`src/design/tlfs_pkg.sv`:
```
package tlfs_pkg;

    // Widths fixed by the item format
    localparam int ID_W    = 4;
    localparam int SLICE_W = 16;
    localparam int FUNC_W  = 3;

    // Event selector codes
    typedef enum logic [FUNC_W-1:0] {
        FN_ADD_READY  = 3'd0,
        FN_FINISHED   = 3'd1,
        FN_BLOCKED    = 3'd2,
        FN_NOTIFY_ONE = 3'd3,
        FN_NOTIFY_ALL = 3'd4,
        FN_TICK       = 3'd5
    } func_t;

    // Configuration register indexes
    typedef enum logic [1:0] {
        CFG_FIRST_SLICE  = 2'd0,
        CFG_SECOND_SLICE = 2'd1,
        CFG_TICK_INC     = 2'd2
    } cfg_idx_t;

    // Queue selectors into the shared FIFO memory
    typedef logic [1:0] queue_t;
    localparam queue_t Q_HIGH = 2'd0;
    localparam queue_t Q_LOW  = 2'd1;
    localparam queue_t Q_WAIT = 2'd2;

    // Sequencer states, one-hot
    typedef enum logic [5:0] {
        ST_IDLE   = 6'b000001,
        ST_DISP   = 6'b000010,
        ST_POP    = 6'b000100,
        ST_WAITRD = 6'b001000,
        ST_THR    = 6'b010000,
        ST_REPORT = 6'b100000
    } state_t;

endpackage

```
`src/design/two_level_feedback_scheduler_top.sv`:
```
// Channel   | Dir | Signals                                  | Contents
// ----------+-----+------------------------------------------+-------------------------------
// s_*       | in  | s_tvalid s_tready s_tdata s_tuser         | one scheduling event
// m_*       | out | m_tvalid m_tready m_tdata                 | running thread after the event
// cfg_*     | in  | cfg_valid cfg_ready cfg_index cfg_data    | slice / tick register writes
//
// A tick reads the thread memory, then may push the running thread and read the FIFO memory
// for the dispatch. The FIFO and thread memories both have registered reads.
// Reset is asynchronous, active low: idle runs, all FIFOs empty, slices zero. Memories
// are not cleared; fill counts guard the FIFOs and a thread entry is written on add ready.
// One event at a time; s_tready is high only in the idle state. A result waiting on
// m_tready holds the sequencer in its report step. cfg_ready is always high.
module two_level_feedback_scheduler_top #(
    parameter int NUM_THREADS = 16
) (
    input  logic        clk,
    input  logic        rst_n,
    // event transaction
    input  logic        s_tvalid,
    output logic        s_tready,
    input  logic [7:0]  s_tdata,    // [3:0] thread_id, [7:4] zero
    input  logic [2:0]  s_tuser,    // [2:0] func
    // result transaction
    output logic        m_tvalid,
    input  logic        m_tready,
    output logic [7:0]  m_tdata,    // [3:0] running_thread, [4] is_idle,
                                    // [5] queue_overflow, [7:6] zero
    // configuration write
    input  logic        cfg_valid,
    output logic        cfg_ready,
    input  logic [1:0]  cfg_index,
    input  logic [15:0] cfg_data
);

    localparam int IW     = $clog2(NUM_THREADS);       // FIFO slot / thread index
    localparam int TW     = IW + 1;                     // slot sum before wrap
    localparam int CW     = $clog2(NUM_THREADS + 1);    // fill count
    localparam int FDEPTH = 3 * (2 ** IW);              // three FIFOs in one memory
    localparam int SW     = tlfs_pkg::SLICE_W;

    localparam logic [CW-1:0] FULL_CNT  = CW'(NUM_THREADS);
    localparam logic [TW-1:0] WRAP      = TW'(NUM_THREADS);
    localparam logic [IW-1:0] LAST_SLOT = IW'(NUM_THREADS - 1);

    // ------------------------------------------------------------------
    // Registers
    // ------------------------------------------------------------------
    tlfs_pkg::state_t state_reg, state_next;

    logic [tlfs_pkg::ID_W-1:0] running_reg, running_next;
    logic                      idle_reg, idle_next;
    logic                      ovf_reg, ovf_next;
    logic                      all_reg, all_next;     // notify all in progress

    logic [SW-1:0] first_reg, second_reg, inc_reg;

    logic [IW-1:0] head_reg  [3];
    logic [IW-1:0] head_next [3];
    logic [CW-1:0] count_reg  [3];
    logic [CW-1:0] count_next [3];

    logic       m_tvalid_reg, m_tvalid_next;
    logic [7:0] m_tdata_reg;

    // Memories: FIFO store addressed {queue, slot}; thread store {elapsed, limit}
    logic [tlfs_pkg::ID_W-1:0] fifo_mem [FDEPTH];
    logic [tlfs_pkg::ID_W-1:0] fifo_rdata_reg;
    logic [2*SW-1:0]           thr_mem [NUM_THREADS];
    logic [2*SW-1:0]           thr_rdata_reg;

    // ------------------------------------------------------------------
    // Control signals
    // ------------------------------------------------------------------
    logic                      accept;
    tlfs_pkg::func_t           in_func;
    logic [tlfs_pkg::ID_W-1:0] in_tid;
    logic                      tid_ok, wait_id_ok;

    logic                      push_en, push_ok, push_full;
    tlfs_pkg::queue_t          push_q;
    logic [tlfs_pkg::ID_W-1:0] push_id;
    logic [IW-1:0]             push_slot;
    logic                      pop_en;
    tlfs_pkg::queue_t          pop_q;
    logic [IW-1:0]             pop_slot;

    logic                      thr_we;
    logic [IW-1:0]             thr_waddr, run_idx;
    logic [2*SW-1:0]           thr_wdata;

    logic [2:0]                full_vec;
    logic [TW-1:0]             tail_sum [3];
    logic [IW-1:0]             tail_slot [3];

    logic [SW-1:0]             thr_elapsed, thr_limit;
    logic [SW:0]               tick_sum;
    logic                      load_out;

    assign s_tready  = (state_reg == tlfs_pkg::ST_IDLE);
    assign accept    = s_tvalid && s_tready;
    assign in_func   = tlfs_pkg::func_t'(s_tuser);
    assign in_tid    = s_tdata[3:0];
    assign tid_ok    = 32'(in_tid) < 32'(NUM_THREADS);
    assign wait_id_ok = 32'(fifo_rdata_reg) < 32'(NUM_THREADS);
    assign run_idx   = IW'(running_reg);

    assign thr_elapsed = thr_rdata_reg[2*SW-1:SW];
    assign thr_limit   = thr_rdata_reg[SW-1:0];
    assign tick_sum    = {1'b0, thr_elapsed} + {1'b0, inc_reg};

    assign cfg_ready = 1'b1;
    assign m_tvalid  = m_tvalid_reg;
    assign m_tdata   = m_tdata_reg;

    // Per-queue tail slot and full flag
    always_comb
    begin
        for (int q = 0; q < 3; q++)
        begin
            full_vec[q]  = (count_reg[q] == FULL_CNT);
            tail_sum[q]  = TW'(head_reg[q]) + TW'(count_reg[q]);
            tail_slot[q] = (tail_sum[q] >= WRAP) ? IW'(tail_sum[q] - WRAP)
                                                 : IW'(tail_sum[q]);
        end
    end

    always_comb
    begin
        unique case (push_q)
            tlfs_pkg::Q_HIGH:
            begin
                push_full = full_vec[0];
                push_slot = tail_slot[0];
            end
            tlfs_pkg::Q_LOW:
            begin
                push_full = full_vec[1];
                push_slot = tail_slot[1];
            end
            tlfs_pkg::Q_WAIT:
            begin
                push_full = full_vec[2];
                push_slot = tail_slot[2];
            end
            default:
            begin
                push_full = 1'b1;
                push_slot = '0;
            end
        endcase
    end

    always_comb
    begin
        unique case (pop_q)
            tlfs_pkg::Q_HIGH: pop_slot = head_reg[0];
            tlfs_pkg::Q_LOW:  pop_slot = head_reg[1];
            tlfs_pkg::Q_WAIT: pop_slot = head_reg[2];
            default:          pop_slot = '0;
        endcase
    end

    assign push_ok = push_en && !push_full;

    // Head / count update
    always_comb
    begin
        for (int q = 0; q < 3; q++)
        begin
            count_next[q] = count_reg[q];
            head_next[q]  = head_reg[q];
            if (push_ok && (push_q == 2'(q)))
                count_next[q] = count_next[q] + 1'b1;
            if (pop_en && (pop_q == 2'(q)))
            begin
                count_next[q] = count_next[q] - 1'b1;
                head_next[q]  = (head_reg[q] == LAST_SLOT) ? '0 : head_reg[q] + 1'b1;
            end
        end
    end

    // ------------------------------------------------------------------
    // Sequencer
    // ------------------------------------------------------------------
    always_comb
    begin
        state_next   = state_reg;
        running_next = running_reg;
        idle_next    = idle_reg;
        all_next     = all_reg;
        push_en      = 1'b0;
        push_q       = tlfs_pkg::Q_HIGH;
        push_id      = '0;
        pop_en       = 1'b0;
        pop_q        = tlfs_pkg::Q_HIGH;
        thr_we       = 1'b0;
        thr_waddr    = run_idx;
        thr_wdata    = '0;
        load_out     = 1'b0;

        unique case (state_reg)
            tlfs_pkg::ST_IDLE:
            begin
                if (accept)
                begin
                    state_next = tlfs_pkg::ST_REPORT;
                    unique case (in_func)
                        tlfs_pkg::FN_ADD_READY:
                        begin
                            if (tid_ok)
                            begin
                                thr_we    = 1'b1;
                                thr_waddr = IW'(in_tid);
                                thr_wdata = {{SW{1'b0}}, first_reg};
                                push_en   = 1'b1;
                                push_q    = tlfs_pkg::Q_HIGH;
                                push_id   = in_tid;
                            end
                        end
                        tlfs_pkg::FN_FINISHED:
                            state_next = tlfs_pkg::ST_DISP;
                        tlfs_pkg::FN_BLOCKED:
                        begin
                            if (!idle_reg)
                            begin
                                push_en    = 1'b1;
                                push_q     = tlfs_pkg::Q_WAIT;
                                push_id    = running_reg;
                                state_next = tlfs_pkg::ST_DISP;
                            end
                        end
                        tlfs_pkg::FN_NOTIFY_ONE, tlfs_pkg::FN_NOTIFY_ALL:
                        begin
                            if (count_reg[tlfs_pkg::Q_WAIT] != '0)
                            begin
                                pop_en     = 1'b1;
                                pop_q      = tlfs_pkg::Q_WAIT;
                                all_next   = (in_func == tlfs_pkg::FN_NOTIFY_ALL);
                                state_next = tlfs_pkg::ST_WAITRD;
                            end
                        end
                        tlfs_pkg::FN_TICK:
                            state_next = idle_reg ? tlfs_pkg::ST_DISP : tlfs_pkg::ST_THR;
                        default:
                            state_next = tlfs_pkg::ST_REPORT;
                    endcase
                end
            end

            tlfs_pkg::ST_DISP:
            begin
                if (count_reg[tlfs_pkg::Q_HIGH] != '0)
                begin
                    pop_en     = 1'b1;
                    pop_q      = tlfs_pkg::Q_HIGH;
                    state_next = tlfs_pkg::ST_POP;
                end
                else if (count_reg[tlfs_pkg::Q_LOW] != '0)
                begin
                    pop_en     = 1'b1;
                    pop_q      = tlfs_pkg::Q_LOW;
                    state_next = tlfs_pkg::ST_POP;
                end
                else
                begin
                    running_next = '0;
                    idle_next    = 1'b1;
                    state_next   = tlfs_pkg::ST_REPORT;
                end
            end

            tlfs_pkg::ST_POP:
            begin
                running_next = fifo_rdata_reg;
                idle_next    = 1'b0;
                state_next   = tlfs_pkg::ST_REPORT;
            end

            tlfs_pkg::ST_WAITRD:
            begin
                if (wait_id_ok)
                begin
                    thr_we    = 1'b1;
                    thr_waddr = IW'(fifo_rdata_reg);
                    thr_wdata = {{SW{1'b0}}, first_reg};
                    push_en   = 1'b1;
                    push_q    = tlfs_pkg::Q_HIGH;
                    push_id   = fifo_rdata_reg;
                end
                // next blocked thread read overlaps this one's push
                if (all_reg && (count_reg[tlfs_pkg::Q_WAIT] != '0))
                begin
                    pop_en = 1'b1;
                    pop_q  = tlfs_pkg::Q_WAIT;
                end
                else
                    state_next = tlfs_pkg::ST_REPORT;
            end

            tlfs_pkg::ST_THR:
            begin
                thr_we = 1'b1;
                if ((thr_limit == second_reg) && (count_reg[tlfs_pkg::Q_HIGH] != '0))
                begin
                    // low-level thread preempted by waiting high work
                    thr_wdata  = {{SW{1'b0}}, thr_limit};
                    push_en    = 1'b1;
                    push_q     = tlfs_pkg::Q_LOW;
                    push_id    = running_reg;
                    pop_en     = 1'b1;
                    pop_q      = tlfs_pkg::Q_HIGH;
                    state_next = tlfs_pkg::ST_POP;
                end
                else if (tick_sum < {1'b0, thr_limit})
                begin
                    thr_wdata  = {tick_sum[SW-1:0], thr_limit};
                    state_next = tlfs_pkg::ST_REPORT;
                end
                else
                begin
                    // slice used up: demote, dispatch after the push lands
                    thr_wdata  = {{SW{1'b0}}, second_reg};
                    push_en    = 1'b1;
                    push_q     = tlfs_pkg::Q_LOW;
                    push_id    = running_reg;
                    state_next = tlfs_pkg::ST_DISP;
                end
            end

            tlfs_pkg::ST_REPORT:
            begin
                if (!m_tvalid_reg || m_tready)
                begin
                    load_out   = 1'b1;
                    state_next = tlfs_pkg::ST_IDLE;
                end
            end

            default:
                state_next = tlfs_pkg::ST_IDLE;
        endcase
    end

    // overflow flag covers the whole transaction
    assign ovf_next = (accept ? 1'b0 : ovf_reg) | (push_en && push_full);

    assign m_tvalid_next = load_out ? 1'b1 : (m_tready ? 1'b0 : m_tvalid_reg);

    always_ff @(posedge clk or negedge rst_n)
    begin
        if (!rst_n)
        begin
            state_reg    <= tlfs_pkg::ST_IDLE;
            running_reg  <= '0;
            idle_reg     <= 1'b1;
            ovf_reg      <= 1'b0;
            all_reg      <= 1'b0;
            first_reg    <= '0;
            second_reg   <= '0;
            inc_reg      <= '0;
            m_tvalid_reg <= 1'b0;
            for (int q = 0; q < 3; q++)
            begin
                head_reg[q]  <= '0;
                count_reg[q] <= '0;
            end
        end
        else
        begin
            state_reg    <= state_next;
            running_reg  <= running_next;
            idle_reg     <= idle_next;
            ovf_reg      <= ovf_next;
            all_reg      <= all_next;
            m_tvalid_reg <= m_tvalid_next;
            for (int q = 0; q < 3; q++)
            begin
                head_reg[q]  <= head_next[q];
                count_reg[q] <= count_next[q];
            end
            if (cfg_valid && cfg_ready)
            begin
                unique case (tlfs_pkg::cfg_idx_t'(cfg_index))
                    tlfs_pkg::CFG_FIRST_SLICE:  first_reg  <= cfg_data;
                    tlfs_pkg::CFG_SECOND_SLICE: second_reg <= cfg_data;
                    tlfs_pkg::CFG_TICK_INC:     inc_reg    <= cfg_data;
                    default: ;
                endcase
            end
        end
    end

    // result payload
    always_ff @(posedge clk)
    begin
        if (load_out)
            m_tdata_reg <= {2'b00, ovf_reg, idle_reg, idle_reg ? 4'd0 : running_reg};
    end

    // FIFO memory: one write, one read per cycle
    always_ff @(posedge clk)
    begin
        if (push_ok)
            fifo_mem[{push_q, push_slot}] <= push_id;
        fifo_rdata_reg <= fifo_mem[{pop_q, pop_slot}];
    end

    // Thread memory: {elapsed, limit}
    always_ff @(posedge clk)
    begin
        if (thr_we)
            thr_mem[thr_waddr] <= thr_wdata;
        thr_rdata_reg <= thr_mem[run_idx];
    end

    // ------------------------------------------------------------------
    // Assertions
    // ------------------------------------------------------------------
    a_count_bound: assert property (@(posedge clk) disable iff (!rst_n)
        (count_reg[0] <= FULL_CNT) && (count_reg[1] <= FULL_CNT) &&
        (count_reg[2] <= FULL_CNT))
        else $error("FIFO fill count beyond depth");

    a_push_pop_split: assert property (@(posedge clk) disable iff (!rst_n)
        (push_en && pop_en) |-> (push_q != pop_q))
        else $error("push and pop on the same queue in one cycle");

    a_pop_source: assert property (@(posedge clk) disable iff (!rst_n)
        (state_reg == tlfs_pkg::ST_POP) |->
        ($past(state_reg) == tlfs_pkg::ST_DISP || $past(state_reg) == tlfs_pkg::ST_THR))
        else $error("pop result taken without a preceding read");

    a_idle_zero: assert property (@(posedge clk) disable iff (!rst_n)
        (m_tvalid_reg && m_tdata_reg[4]) |-> (m_tdata_reg[3:0] == 4'd0))
        else $error("idle result carries a thread id");

    a_empty_no_pop: assert property (@(posedge clk) disable iff (!rst_n)
        (pop_en && pop_q == tlfs_pkg::Q_WAIT) |-> (count_reg[2] != '0))
        else $error("pop from empty blocked FIFO");

endmodule
```
`config.mk`:
```
export PLATFORM = sky130hd
export DESIGN_NAME = two_level_feedback_scheduler_top
export DESIGN_NICKNAME = d
export VERILOG_FILES = /design/src/design/tlfs_pkg.sv /design/src/design/two_level_feedback_scheduler_top.sv
export SDC_FILE = /design/constraint.sdc
export NUM_CORES = 1
export LEC_CHECK = 0
export BUFFER_PORTS_ARGS = -buffer_cell sky130_fd_sc_hd__buf_2
export CORE_ASPECT_RATIO = 1.4
export CORE_MARGIN = 1
export CORE_UTILIZATION = 55
export DETAILED_ROUTE_END_ITERATION = 16
export GPL_TIMING_DRIVEN = 0
export PLACE_DENSITY = 0.75
export RECOVER_POWER = 50
export SKIP_LAST_GASP = 1
export SLEW_MARGIN = 5
export SYNTH_ARGS = -nofsm -noshare
export SYNTH_HDL_FRONTEND = slang
export SYNTH_SLANG_ARGS = --single-unit
```
`constraint.sdc`:
```
create_clock -name clk -period 7.9 [get_ports clk]
set_input_delay 1.58 -clock clk [delete_from_list [all_inputs] [get_ports clk]]
set_output_delay 1.58 -clock clk [all_outputs]
set_load 0.02 [all_outputs]
```
==> metrics.cfg <==
[outcome]
status = finished with violations
violations = max-capacitance violations, max-slew violations

[place]
hpwl_um = 56800
dp_worst_setup_slack_ns = -0.0613
gp_congestion = 0.943
port_buffers = 35

[yosys]
netlist_instances = 2046
synth_area_leaders = edfxtp_1 (61%), mux4_2 (10%), dfrtp_1 (6.3%)
syn_area_per_cell_sq_um = 17.0
yosysTopAreaCellShare_pct = 61.4
synth_most_common_cell = edfxtp_1
synth-edff-count = 710
synth_top_area_cell = edfxtp_1
async_flop_share_pct = 10.7
synth-main-ff-cell = edfxtp_1
ys_ff_latch = 835
syn_area_sq_um = 34700
yosysWarnings = 0
ys_seq_area_share_pct = 69.9
ys_top_cells_by_count = edfxtp_1 (710), nand2_1 (172), mux4_2 (160)
ys_types = 88

[sta]
drv_slew = 568
min_period_ns = 7.25
rsz0062_at_grt = false
relSlewSlack_pct = -85.3
finalHoldViolCount = 0
finalClockSkew_ns = 0.0362
setup_tns_ns = 0
holdWs_ns = 0.488
worst_slack_ns = 0.649
tightestPinTransition_ns = 2.78
finalCritPeriodShare_pct = 91.8
setup_viol = 0
fmax_ghz = 0.138

[worst_setup_path]
worstPathArrival_ns = 7.76
crit_path_end_kind = register
crit_top_cell = ha_1
cpPeakStageDelay_ns = 0.45
worstPathRequired_ns = 8.41
cp_max_fo = 11
crit_path_start_kind = register
crit_type = register to register
r2r_setup_slack_ns = 0.65
cpMaxStageDelayCell = a221oi_2

[global_routing]
grt_pass1_vias = 20219
antenna_found_initial = 6
grt_pass1_wl_um = 127000
grt_max_degree = 49
grt_overflow = 0
grtUsageTotal_pct = 27.3

[power]
p_sw_w = 0.00415
power.clock.fraction_pct = 30.4
pwr-share-seq_pct = 41.2
powerDensity_nw_per_um2 = 335
switching_share_pct = 31.9
p_int_w = 0.00887
p_leak_nw = 13.7
power_frac_comb_pct = 28.4
ir_drop_uv = 322

[finish]
area_growth_pct = 11.9
fillers = 4368
nets = 2282
post_route_cells_drive_above_1_share_pct = 18.1
largest_reg_flops = 512

[route]
firstDrtPassIters = 7
via_per_inst = 6.40
num_vias = 19708
wire_per_inst_um = 28.1
drt_wl_total_um = 86500
drc = 0
drtIter0Drc = 1978
ant_nets = 0

[die]
die_w_um = 214
core_area_sq_um = 62200
start_util_pct = 55.9
die-area_sq_um = 64200
ioPinCount = 45
chipHeight_um = 299
rows = 108

[clocking]
cts_tree = built
clock_latency_ns = 0.66
cts.path.max_buffers = 3
clock_sinks = 835
clk_pin_slew_ns = 0.06
cts_root_buf = clkbuf_16
cts_buffers = 77
htree_num_levels = 3

[hold_path]
min_path_type = register to register

[job]
maxCapViolations = 29

## layout by cell type (no fill, tap or decap), types with 16 or more instances in the layout
master,instances
clkbuf_1,103
dfrtp_1,87
buf_2,34
nand2_1,172
mux4_2,160
ha_1,56
clkbuf_16,78
nor2_1,97
edfxtp_1,710
mux2_2,49
inv_1,47
mux2i_1,65
nand3_1,43
a31oi_1,16
dfxtp_1,36
o21ai_0,32
a21oi_1,66
a22oi_1,26
xnor2_1,50
## final timing paths
path	startpoint	endpoint	cells after the start
setup / recovery	inc_reg[0]$_DFFE_PN0P_	count_reg[4]$_DFF_PN0_	31
hold / removal	ovf_reg$_DFF_PN0_	m_tdata[5]$_DFFE_PP_	0
setup reg to reg	inc_reg[0]$_DFFE_PN0P_	count_reg[4]$_DFF_PN0_	31
hold reg to reg	ovf_reg$_DFF_PN0_	m_tdata[5]$_DFFE_PP_	0
max in group asynchronous	rst_n	inc_reg[3]$_DFFE_PN0P_	2
min in group asynchronous	rst_n	run_idx[3]$_DFFE_PN0P_	1
## power by group through the flow
stage	Clock (W)	Combinational [W]	Sequential [W]
floorplan	0	0.00256	0.00533
global placement	0	0.00350	0.00544
detailed placement	0	0.00367	0.00543
CTS	0.00400	0.00372	0.00535
global route	0.00415	0.00397	0.00537
finish	0.00396	0.00370	0.00536
## worst max-delay path, delay by kind of cell, from the launching register on
| kind | cells | cell delay (ns) |
|---|---|---|
| AND/OR/NAND/NOR | 7 | 0.89 |
| flip-flops | 1 | 0.35 |
| adder cells (fa/ha/maj) | 5 | 1.28 |
| multiplexers | 2 | 0.45 |
| AO/OA/AOI/OAI | 12 | 3.29 |
| XOR/XNOR | 2 | 0.34 |
| buffers and inverters | 3 | 0.50 |
## metal layers
metal  track usage, %  vias to the layer above  wire [um]  share of wire [%]
met3             4.85                      253       6440                7.4
met2             48.7                      977      45600                 53
met4             12.4                       12       3930                4.5
met5                0                        -         70              0.081
li1                 -                     8341          -                  -
met1             32.2                    10125      30400                 35
## cells by family after synthesis
family                     Yosys count  synth area share (%)
buffers and inverters              142                  1.80
DFF                                835                  69.9
other                                2                0.0216
adders and majority gates           60                  2.25
AOI/OAI and AO/OA                  247                  4.79
xor gates and xnor gates            61                  1.54
muxes                              275                  13.9
and+or+nand+nor                    424                  5.83
## metrics by stage
step                      utilization, %  power, W  std cells  area [sq um]
after global placement              57.8   0.00893       2907         35900
after detailed placement            58.8   0.00910       2932         36600
final                               62.5    0.0130       3078         38900
after CTS                           63.3    0.0131       3075         39300
after global routing                62.5    0.0135       3077         38900
after floorplan                        -   0.00789       2047         34700
## final cells by class
| type | count | area, sq um | share of cell area, % |
|---|---|---|---|
| antenna | 1 | 2.50 | 0.00644 |
| timing repair buffer | 62 | 353 | 0.908 |
| multi-input combinational | 1070 | 9830 | 25.3 |
| inverter | 49 | 185 | 0.477 |
| buffer | 93 | 430 | 1.11 |
| sequential | 835 | 24300 | 62.5 |
| clock inverter | 40 | 571 | 1.47 |
| clock buffer | 103 | 2190 | 5.63 |
| tap | 825 | 1030 | 2.66 |
## repair_timing
item	CTS	global route
endpoints found under the hold margin	0	0
setup endpoints to repair	39	194
buffers inserted	0	1
pin swaps	0	1
hold buffers	0	0
gates resized for setup	1	4
Note: power is estimated with default switching activity, not from simulation.
